`config.mk`:
```
export PLATFORM = sky130hd
export DESIGN_NAME = psg_tone_noise_envelope_synth_core
export DESIGN_NICKNAME = d
export VERILOG_FILES = /design/src/hdl/psg_pkg.sv /design/src/hdl/psg_tone_noise_envelope_synth_core.sv /design/src/hdl/psg_cnt.sv
export SDC_FILE = /design/constraint.sdc
export NUM_CORES = 1
export LEC_CHECK = 0
export ABC_CLOCK_PERIOD_IN_PS = 6600
export BUFFER_PORTS_ARGS = -buffer_cell sky130_fd_sc_hd__buf_2
export CAP_MARGIN = 25
export CORE_MARGIN = 5
export CORE_UTILIZATION = 38
export CTS_CLUSTER_DIAMETER = 40
export CTS_CLUSTER_SIZE = 12
export DETAILED_ROUTE_END_ITERATION = 6
export HOLD_SLACK_MARGIN = 0.08
export PLACE_DENSITY = 0.65
export SYNTH_ARGS = -nofsm -noshare
export SYNTH_HDL_FRONTEND = slang
export SYNTH_SLANG_ARGS = --single-unit
```
`constraint.sdc`:
```
create_clock -name clk -period 6.6 [get_ports clk]
set_input_delay 0.66 -clock clk [delete_from_list [all_inputs] [get_ports clk]]
set_output_delay 0.66 -clock clk [all_outputs]
set_load 0.005 [all_outputs]
```
`src/hdl/psg_pkg.sv`:
```
package psg_pkg;

  // Register indexes on the configuration port
  localparam logic [2:0] REG_TONE_A    = 3'd0;
  localparam logic [2:0] REG_TONE_B    = 3'd1;
  localparam logic [2:0] REG_TONE_C    = 3'd2;
  localparam logic [2:0] REG_NOISE     = 3'd3;
  localparam logic [2:0] REG_ENVELOPE  = 3'd4;
  localparam logic [2:0] REG_MIXER     = 3'd5;
  localparam logic [2:0] REG_FIXED     = 3'd6;

  localparam int unsigned PERIOD_W = 16;
  localparam int unsigned LEVEL_W  = 5;
  localparam int unsigned NOISE_W  = 17;

  localparam logic [NOISE_W-1:0] NOISE_TAPS  = 17'h14000;
  localparam logic [NOISE_W-1:0] NOISE_SEED  = 17'h00001;
  localparam logic [LEVEL_W-1:0] LEVEL_MAX   = 5'd31;
  localparam logic [8:0]         MIXER_RESET = 9'd219;

  // Item codes
  localparam logic FUNC_TICK    = 1'b0;
  localparam logic FUNC_RESTART = 1'b1;

  typedef enum logic [1:0] {
    PH_STILL = 2'd0,
    PH_FALL  = 2'd1,
    PH_RISE  = 2'd2
  } phase_t;

  typedef struct packed {
    logic [LEVEL_W-1:0] level;
    phase_t             phase;
  } env_t;

  // Period counter results: step due before the sample, step due after the
  // advance, count with no advance and count after the advance
  typedef struct packed {
    logic                pre;
    logic                post;
    logic [PERIOD_W-1:0] cnt_hold;
    logic [PERIOD_W-1:0] cnt_run;
  } cnt_res_t;

  // One noise shift
  function automatic logic [NOISE_W-1:0] noise_shift_once(input logic [NOISE_W-1:0] s);
    noise_shift_once = (s >> 1) ^ (s[0] ? NOISE_TAPS : '0);
  endfunction

  // One envelope level step, with the shape deciding what happens at the ends
  function automatic env_t env_step(input env_t st, input logic [3:0] kind);
    env_t r;
    r = st;
    unique case (st.phase)
      PH_FALL: begin
        if (st.level != '0) begin
          r.level = st.level - 1'b1;
        end else begin
          unique case (kind)
            4'd0, 4'd1, 4'd2, 4'd3, 4'd9: r.phase = PH_STILL;
            4'd8:                          r.level = LEVEL_MAX;
            4'd10, 4'd14:                  r.phase = PH_RISE;
            4'd11: begin
              r.level = LEVEL_MAX;
              r.phase = PH_STILL;
            end
            default: ;
          endcase
        end
      end
      PH_RISE: begin
        if (st.level != LEVEL_MAX) begin
          r.level = st.level + 1'b1;
        end else begin
          unique case (kind)
            4'd4, 4'd5, 4'd6, 4'd7, 4'd15: begin
              r.level = '0;
              r.phase = PH_STILL;
            end
            4'd10, 4'd14: r.phase = PH_FALL;
            4'd12:        r.level = '0;
            4'd13:        r.phase = PH_STILL;
            default: ;
          endcase
        end
      end
      default: ;
    endcase
    env_step = r;
  endfunction

endpackage

```
`src/hdl/psg_tone_noise_envelope_synth_core.sv`:
```
// Channel   Direction  Handshake              Word
// in        sink       in_valid / in_ready    func, envelope_shape
// out       source     out_valid / out_ready  gate_a..c, level_a..c
// cfg       sink       cfg_we                 cfg_index, cfg_data
//
// One word is taken per cycle while the entry register can advance. A tick is
// registered on entry; when it advances it updates all generators and loads
// its result into the result register. A restart gives no result and never waits.
// The result register holds a stalled result; the entry register keeps
// filling until a tick reaches a full, stalled result register.
// Synchronous reset clears the generators, seeds the noise register and loads the register defaults.
module psg_tone_noise_envelope_synth_core
  import psg_pkg::*;
(
  input  logic                clk,
  input  logic                rst,
  input  logic                in_valid,
  output logic                in_ready,
  input  logic                func,
  input  logic [3:0]          envelope_shape,
  output logic                out_valid,
  input  logic                out_ready,
  output logic                gate_a,
  output logic                gate_b,
  output logic                gate_c,
  output logic [LEVEL_W-1:0]  level_a,
  output logic [LEVEL_W-1:0]  level_b,
  output logic [LEVEL_W-1:0]  level_c,
  input  logic                cfg_we,
  input  logic [2:0]          cfg_index,
  input  logic [PERIOD_W-1:0] cfg_data
);

  // Configuration registers
  logic [PERIOD_W-1:0] tone_period [3];
  logic [PERIOD_W-1:0] noise_period;
  logic [PERIOD_W-1:0] envelope_period;
  logic [8:0]          mixer_enables;
  logic [14:0]         fixed_levels;

  // Generator state
  logic [PERIOD_W-1:0] tone_cnt [3];
  logic [2:0]          tone_bit;
  logic [PERIOD_W-1:0] noise_cnt;
  logic [NOISE_W-1:0]  noise_shift;
  logic [PERIOD_W-1:0] env_cnt;
  env_t                env_st;
  logic [3:0]          env_kind;

  // Entry register
  logic       s1_valid;
  logic       s1_func;
  logic [3:0] s1_shape;
  logic       s1_adv;
  logic       out_free;
  logic       s1_tick;
  logic       s1_restart;

  // Next values
  logic [PERIOD_W-1:0] tone_per_eff [3];
  cnt_res_t            tone_res [3];
  logic [PERIOD_W-1:0] tone_cnt_next [3];
  logic [2:0]          tone_bit_next;
  logic [2:0]          tone_out;
  logic [PERIOD_W-1:0] noise_per_eff;
  cnt_res_t            noise_res;
  logic [NOISE_W-1:0]  noise_mid;
  logic [NOISE_W-1:0]  noise_shift_next;
  logic                noise_out;
  logic [PERIOD_W-1:0] env_per_eff;
  cnt_res_t            env_res;
  env_t                env_mid;
  env_t                env_st_next;
  logic [PERIOD_W-1:0] env_cnt_next;
  logic                env_moving;
  logic                env_moving_mid;
  logic [2:0]          gate_next;
  logic [LEVEL_W-1:0]  level_next [3];

  // Handshake
  assign out_free   = !out_valid || out_ready;
  assign s1_tick    = s1_valid && (s1_func == FUNC_TICK);
  assign s1_restart = s1_valid && (s1_func == FUNC_RESTART);
  assign s1_adv     = s1_valid && ((s1_func == FUNC_RESTART) || out_free);
  assign in_ready   = !s1_valid || s1_adv;

  // Capture configuration writes
  always_ff @(posedge clk) begin
    if (rst) begin
      tone_period[0]  <= '0;
      tone_period[1]  <= '0;
      tone_period[2]  <= '0;
      noise_period    <= '0;
      envelope_period <= '0;
      mixer_enables   <= MIXER_RESET;
      fixed_levels    <= '0;
    end else if (cfg_we) begin
      unique case (cfg_index)
        REG_TONE_A:   tone_period[0]  <= cfg_data;
        REG_TONE_B:   tone_period[1]  <= cfg_data;
        REG_TONE_C:   tone_period[2]  <= cfg_data;
        REG_NOISE:    noise_period    <= cfg_data;
        REG_ENVELOPE: envelope_period <= cfg_data;
        REG_MIXER:    mixer_enables   <= cfg_data[8:0];
        REG_FIXED:    fixed_levels    <= cfg_data[14:0];
        default: ;
      endcase
    end
  end

  // Hold the incoming word
  always_ff @(posedge clk) begin
    if (rst) begin
      s1_valid <= 1'b0;
    end else if (in_ready) begin
      s1_valid <= in_valid;
    end
  end

  always_ff @(posedge clk) begin
    if (in_valid && in_ready) begin
      s1_func  <= func;
      s1_shape <= envelope_shape;
    end
  end

  // Tone counters
  for (genvar k = 0; k < 3; k++) begin : g_tone
    assign tone_per_eff[k] = (tone_period[k] == '0) ? PERIOD_W'(1) : tone_period[k];

    psg_cnt u_cnt (
      .cnt    (tone_cnt[k]),
      .period (tone_per_eff[k]),
      .pre_en (tone_per_eff[k] != PERIOD_W'(1)),
      .res    (tone_res[k])
    );

    assign tone_out[k]      = tone_bit[k] ^ tone_res[k].pre;
    assign tone_bit_next[k] = tone_out[k] ^ tone_res[k].post;
    assign tone_cnt_next[k] = tone_res[k].cnt_run;
  end

  // Noise generator
  assign noise_per_eff = (noise_period < PERIOD_W'(2)) ? PERIOD_W'(2) : noise_period;

  psg_cnt u_noise_cnt (
    .cnt    (noise_cnt),
    .period (noise_per_eff),
    .pre_en (1'b1),
    .res    (noise_res)
  );

  always_comb begin
    noise_mid        = noise_res.pre ? noise_shift_once(noise_shift) : noise_shift;
    noise_out        = noise_mid[0];
    noise_shift_next = noise_res.post ? noise_shift_once(noise_mid) : noise_mid;
  end

  // Envelope generator: up to two steps per tick
  assign env_per_eff = (envelope_period == '0) ? PERIOD_W'(1) : envelope_period;
  assign env_moving  = (env_st.phase == PH_FALL) || (env_st.phase == PH_RISE);

  psg_cnt u_env_cnt (
    .cnt    (env_cnt),
    .period (env_per_eff),
    .pre_en (env_moving),
    .res    (env_res)
  );

  always_comb begin
    env_mid        = env_res.pre ? env_step(env_st, env_kind) : env_st;
    env_moving_mid = (env_mid.phase == PH_FALL) || (env_mid.phase == PH_RISE);
    if (env_moving_mid) begin
      env_cnt_next = env_res.cnt_run;
      env_st_next  = env_res.post ? env_step(env_mid, env_kind) : env_mid;
    end else begin
      env_cnt_next = env_res.cnt_hold;
      env_st_next  = env_mid;
    end
  end

  // Mix each channel
  always_comb begin
    for (int k = 0; k < 3; k++) begin
      gate_next[k] = !(mixer_enables[3*k] && !tone_out[k]) &&
                     !(mixer_enables[3*k+1] && !noise_out);
      level_next[k] = mixer_enables[3*k+2] ? env_mid.level : fixed_levels[5*k +: 5];
    end
  end

  // Advance generator state
  always_ff @(posedge clk) begin
    if (rst) begin
      for (int k = 0; k < 3; k++) begin
        tone_cnt[k] <= '0;
      end
      tone_bit    <= '0;
      noise_cnt   <= '0;
      noise_shift <= NOISE_SEED;
      env_cnt     <= '0;
      env_st      <= '{level: '0, phase: PH_STILL};
      env_kind    <= '0;
    end else if (s1_adv) begin
      if (s1_func == FUNC_RESTART) begin
        env_kind <= s1_shape;
        env_cnt  <= '0;
        if (!s1_shape[2]) begin
          env_st <= '{level: LEVEL_MAX, phase: PH_FALL};
        end else begin
          env_st <= '{level: '0, phase: PH_RISE};
        end
      end else begin
        for (int k = 0; k < 3; k++) begin
          tone_cnt[k] <= tone_cnt_next[k];
        end
        tone_bit    <= tone_bit_next;
        noise_cnt   <= noise_res.cnt_run;
        noise_shift <= noise_shift_next;
        env_cnt     <= env_cnt_next;
        env_st      <= env_st_next;
      end
    end
  end

  // Result register
  always_ff @(posedge clk) begin
    if (rst) begin
      out_valid <= 1'b0;
    end else if (s1_adv && s1_tick) begin
      out_valid <= 1'b1;
    end else if (out_ready) begin
      out_valid <= 1'b0;
    end
  end

  always_ff @(posedge clk) begin
    if (s1_adv && s1_tick) begin
      gate_a  <= gate_next[0];
      gate_b  <= gate_next[1];
      gate_c  <= gate_next[2];
      level_a <= level_next[0];
      level_b <= level_next[1];
      level_c <= level_next[2];
    end
  end

`ifndef SYNTHESIS
  a_noise_nonzero: assert property (@(posedge clk) disable iff (rst)
    noise_shift != '0)
    else $error("noise shift register reached zero");

  a_restart_moves: assert property (@(posedge clk) disable iff (rst)
    (s1_adv && s1_restart) |=> (env_cnt == '0) && (env_st.phase != PH_STILL))
    else $error("envelope restart did not start a moving phase");

  a_tick_result: assert property (@(posedge clk) disable iff (rst)
    (s1_adv && s1_tick) |=> out_valid)
    else $error("tick word produced no result");
`endif

endmodule

```
`src/hdl/psg_cnt.sv`:
```
module psg_cnt
  import psg_pkg::*;
(
  input  logic [PERIOD_W-1:0] cnt,
  input  logic [PERIOD_W-1:0] period,
  input  logic                pre_en,
  output cnt_res_t            res
);

  logic [PERIOD_W-1:0] cnt_clamp;
  logic [PERIOD_W:0]   cnt_inc;

  // Clamp to a shrunken period, take a step that is already due, then advance the count
  always_comb begin
    cnt_clamp    = (cnt < period) ? cnt : period;
    res.pre      = pre_en && (cnt_clamp == period);
    res.cnt_hold = res.pre ? '0 : cnt_clamp;
    cnt_inc      = {1'b0, res.cnt_hold} + 1'b1;
    res.post     = cnt_inc >= {1'b0, period};
    res.cnt_run  = res.post ? '0 : cnt_inc[PERIOD_W-1:0];
  end

endmodule

```
==> impl_results.md <==
- Clock root cell: clkbuf_16
- Unrepaired setup endpoints after global routing: false
- Die Span Y: around 230 um
- Worst R2R End: tone_cnt[0][9]
- Cell Pwr Density: 240 mW/mm^2
- Hold Path End: s1_shape[2]
- Top cell type's share of synthesized area: roughly a fifth
- Crit-path cells: ha_1 -> a21o_1 -> a21o_1 -> a21o_1 -> a211oi_1 -> o21bai_1 -> a221oi_4 -> a21boi_1 -> nor2_1 -> ha_1 -> nand4_1 -> nor3_2 -> mux2i_1 -> nor4b_1 -> xor2_1 -> nor2_1 -> ha_1 -> nand4_1 -> a2111oi_0 -> o31a_1 -> nor2_2 -> o21ai_4 -> nor3_1
- Setup Viol. Count Final: 0
- Post-CTS setup buffers: 0
- Crit path max-delay cell type: nor4b_1
- Core area: 0.0476 mm^2
- Critical R2R Launch: tone_cnt[0][9]
- Most common library cell in the layout ignoring fill and taps: nand2_1
- IO Pins: 49
- Global route overflow: 0
- Final Slew Violations: 0
- VDD IR-drop max: approximately 0.2 mV
- Dominant cells by area after synthesis: edfxtp_1 20%, dfxtp_1 13%, ha_1 11%
- Overall power: around 0.005 W
- Setup crit end kind: register
- Dominant synthesized flop cell: dfxtp_1
- Largest net degree at the start of global routing: 73
- Layout cell share with drive strength beyond 1: around a tenth
- Largest area contributor in the netlist: edfxtp_1
- Worst-skew pair later-pin latency: ~0.56 ns
- Final worst path period share: between 90% and 100%
- Syn Area/Cell: roughly 8.4 um^2
- Vias: ~17000
- CP top delay family: compound AO/OA/AOI/OAI gates
- Die Area: ~0.053 mm^2
- Gpl congestion: ~0.97
- CTS resizes: 0
- # Max-Cap Violations: 0
- DRC: 0
- CTS Hold Bufs: 0
- Drt initial violations: between 1000 and 1500
- Worst EP required: roughly 6.9 ns
- Ys async rst share: 0%
- Final WL: between 50000 and 60000 um
- R2R setup slack: a little over 0.5 ns
- Area added between synthesis and finish: 13.8%
- CP Buf/Inv Count: 0
- IO Port Bufs: 48
- Syn nets: roughly 2400
- Tightest Pin Transition: 1.01 ns
- Hold_sp: envelope_shape[2]
- Antenna violations before repair: 2
- Number of global-route vias before repair: 16300
- Synth warn: 0
- Clock buffer depth: 3
- Tot GR Track Use: about a fifth
- Total negative slack: 0 ns
- Startpoint Class: register
- Synthesized cell area: 0.0183 mm^2
- Initial Util: 38.4%
- FMAX: roughly 0.16 GHz
- TritonCTS clock tree: yes
- DRT Pass-1 Iters: 6
- Hold path depth: 1
- Die width: roughly 230 um
- Lkg Pwr: around 8.4 nW
- Worst Path Max Fanout: 12
- Post-DRT Antenna Nets: 0
- Status: finished, final reports clean
- CTS H-Tree Depth: 2
- Setup CP Type: register to register
- Sequential share of the synthesized area: ~33%
- Avg Vias per Cell: slightly below 6
- Row count: 80
- Library cells used by synthesis: just over 80
- WP data arrival: approximately 6.4 ns
- Type of the most critical hold path: input pin to register
- Worst path max stage delay: around 0.53 ns
- Post-synth EDFFs: ~120
- Most frequent cells in the layout: 245 x nand2_1, 194 x nor2_1, 179 x a21oi_1
- CTS sink cnt: between 200 and 250
- Reg2reg path depth: 23
- Cells after Synth: 2183
- Final net count: about 2400
- Fin. Hold Viols: 0
- #FFs+latches synth: 240
- Global-route wire length before repair: 89100 um
- DP Wirelength: about 42000 um
- Skew final: 0.0165 ns
- CTS Buf Count: 42
- Clk slew on worst S/H paths: approximately 0.06 ns
- Normalized max-slew margin: 32.2%
- Fin crit period: ~6 ns
- Routed WL per cell: slightly below 20 um
==> cells by family (layout without fill, tap and decap cells) <==
logic type | count (synthesis) | after routing | synth area share (%)
xor+xnor | 178 | 178 | 8.52
buf+inv | 233 | 305 | 4.90
simple gates | 828 | 828 | 21.8
fa+ha+maj | 169 | 169 | 11.5
compound gates | 478 | 478 | 17.2
mux | 57 | 57 | 3.28
flops | 240 | 240 | 32.8
other cells | 0 | 2 | 0
==> cell type report <==
cell class	count	area (um^2)
Fill cell	4673	26800
Multi-Input combinational cell	1710	11500
Sequential cell	240	6000
Clock buffer	47	1100
Tap cell	615	769
Timing Repair Buffer	103	657
Inverter	125	469
Clock inverter	30	325
Antenna cell	2	5.00
==> stage by stage <==
step	utilization (%)	worst slack [ns]	cell area (um^2)	hold slack, ns	instances
after floorplan	-	0.422	18300	0.434	2183
after global placement	40.6	0.405	19300	0.443	2791
after detailed placement	40.6	0.277	19300	0.447	2792
after CTS	43.6	0.219	20800	0.251	2869
after global routing	43.7	0.0120	20800	0.261	2872
final	43.7	0.506	20800	0.282	2872
==> metal layers <==
metal | part of all wire, % | track usage [%] | wire, um | vias to the layer above
met2 | 45 | 32.6 | 25000 | 650
li1 | - | - | - | 8013
met5 | 0 | 0 | 0 | -
met4 | 4.3 | 8.53 | 2380 | 0
met3 | 7.3 | 3.48 | 4080 | 136
met1 | 44 | 27.8 | 24500 | 7973
==> where the power goes <==
part           internal, W  leakage (nW)  total [W]  switching, W
clock              0.00136         0.707    0.00222      0.000859
combinational     0.000393          5.53    0.00105      0.000653
sequential         0.00164          2.16    0.00174      0.000102
total              0.00339          8.40    0.00501       0.00161
==> cells in the mapped netlist, types with 20 or more instances <==
| library cell | instances |
|---|---|
| xnor2_1 | 92 |
| ha_1 | 168 |
| a211oi_1 | 23 |
| o21ai_0 | 69 |
| nor4_1 | 35 |
| nand2_1 | 245 |
| nand3_1 | 85 |
| dfxtp_1 | 121 |
| o21a_1 | 20 |
| mux2_2 | 23 |
| mux2i_1 | 34 |
| edfxtp_1 | 119 |
| a21o_1 | 24 |
| nor2_1 | 196 |
| a21oi_1 | 179 |
| nand4_1 | 54 |
| nor3_1 | 73 |
| and3_1 | 21 |
| inv_1 | 125 |
| clkbuf_1 | 92 |
| and2_1 | 31 |
| nor2b_1 | 27 |
| xor2_1 | 86 |
==> sequential cells by signal, indices dropped and copies added, names as in the netlist <==
| name | count |
|---|---|
| level_a | 5 |
| noise_cnt | 16 |
| mixer_enables | 9 |
| level_c | 5 |
| gate_c | 1 |
| noise_period | 16 |
| gate_b | 1 |
| envelope_period | 16 |
| gate_a | 1 |
| level_b | 5 |
| env_st | 7 |
| s1_func | 1 |
| s1_valid | 1 |
| tone_cnt | 48 |
| tone_period | 48 |
| s1_shape | 4 |
| noise_shift | 17 |
| env_kind | 4 |
| env_cnt | 16 |
| tone_bit | 3 |
| out_valid | 1 |
| fixed_levels | 15 |
==> worst max path at each step <==
stage / slack, ns / cells after the start / to / start
finish: 0.51 / 23 / tone_cnt[0][9] / tone_cnt[0][9]
floorplan: 0.42 / 25 / env_st[6] / envelope_period[5]
CTS: 0.22 / 24 / tone_cnt[0][47] / tone_period[0][44]
global placement: 0.40 / 24 / tone_cnt[0][45] / tone_period[0][44]
detailed placement: 0.28 / 24 / tone_cnt[0][47] / tone_period[0][44]
global route: 0.01 / 26 / noise_shift[13] / noise_period[11]
==> worst register-to-register path, delay by kind of cell (launching register included) <==
kind	cells	cell delay [ns]
compound gates	10	2.43
simple gates	8	1.47
fa+ha+maj	3	0.99
flops	1	0.51
xor+xnor	1	0.26
mux	1	0.20
No activity file was read; power rests on OpenSTA's default activity.
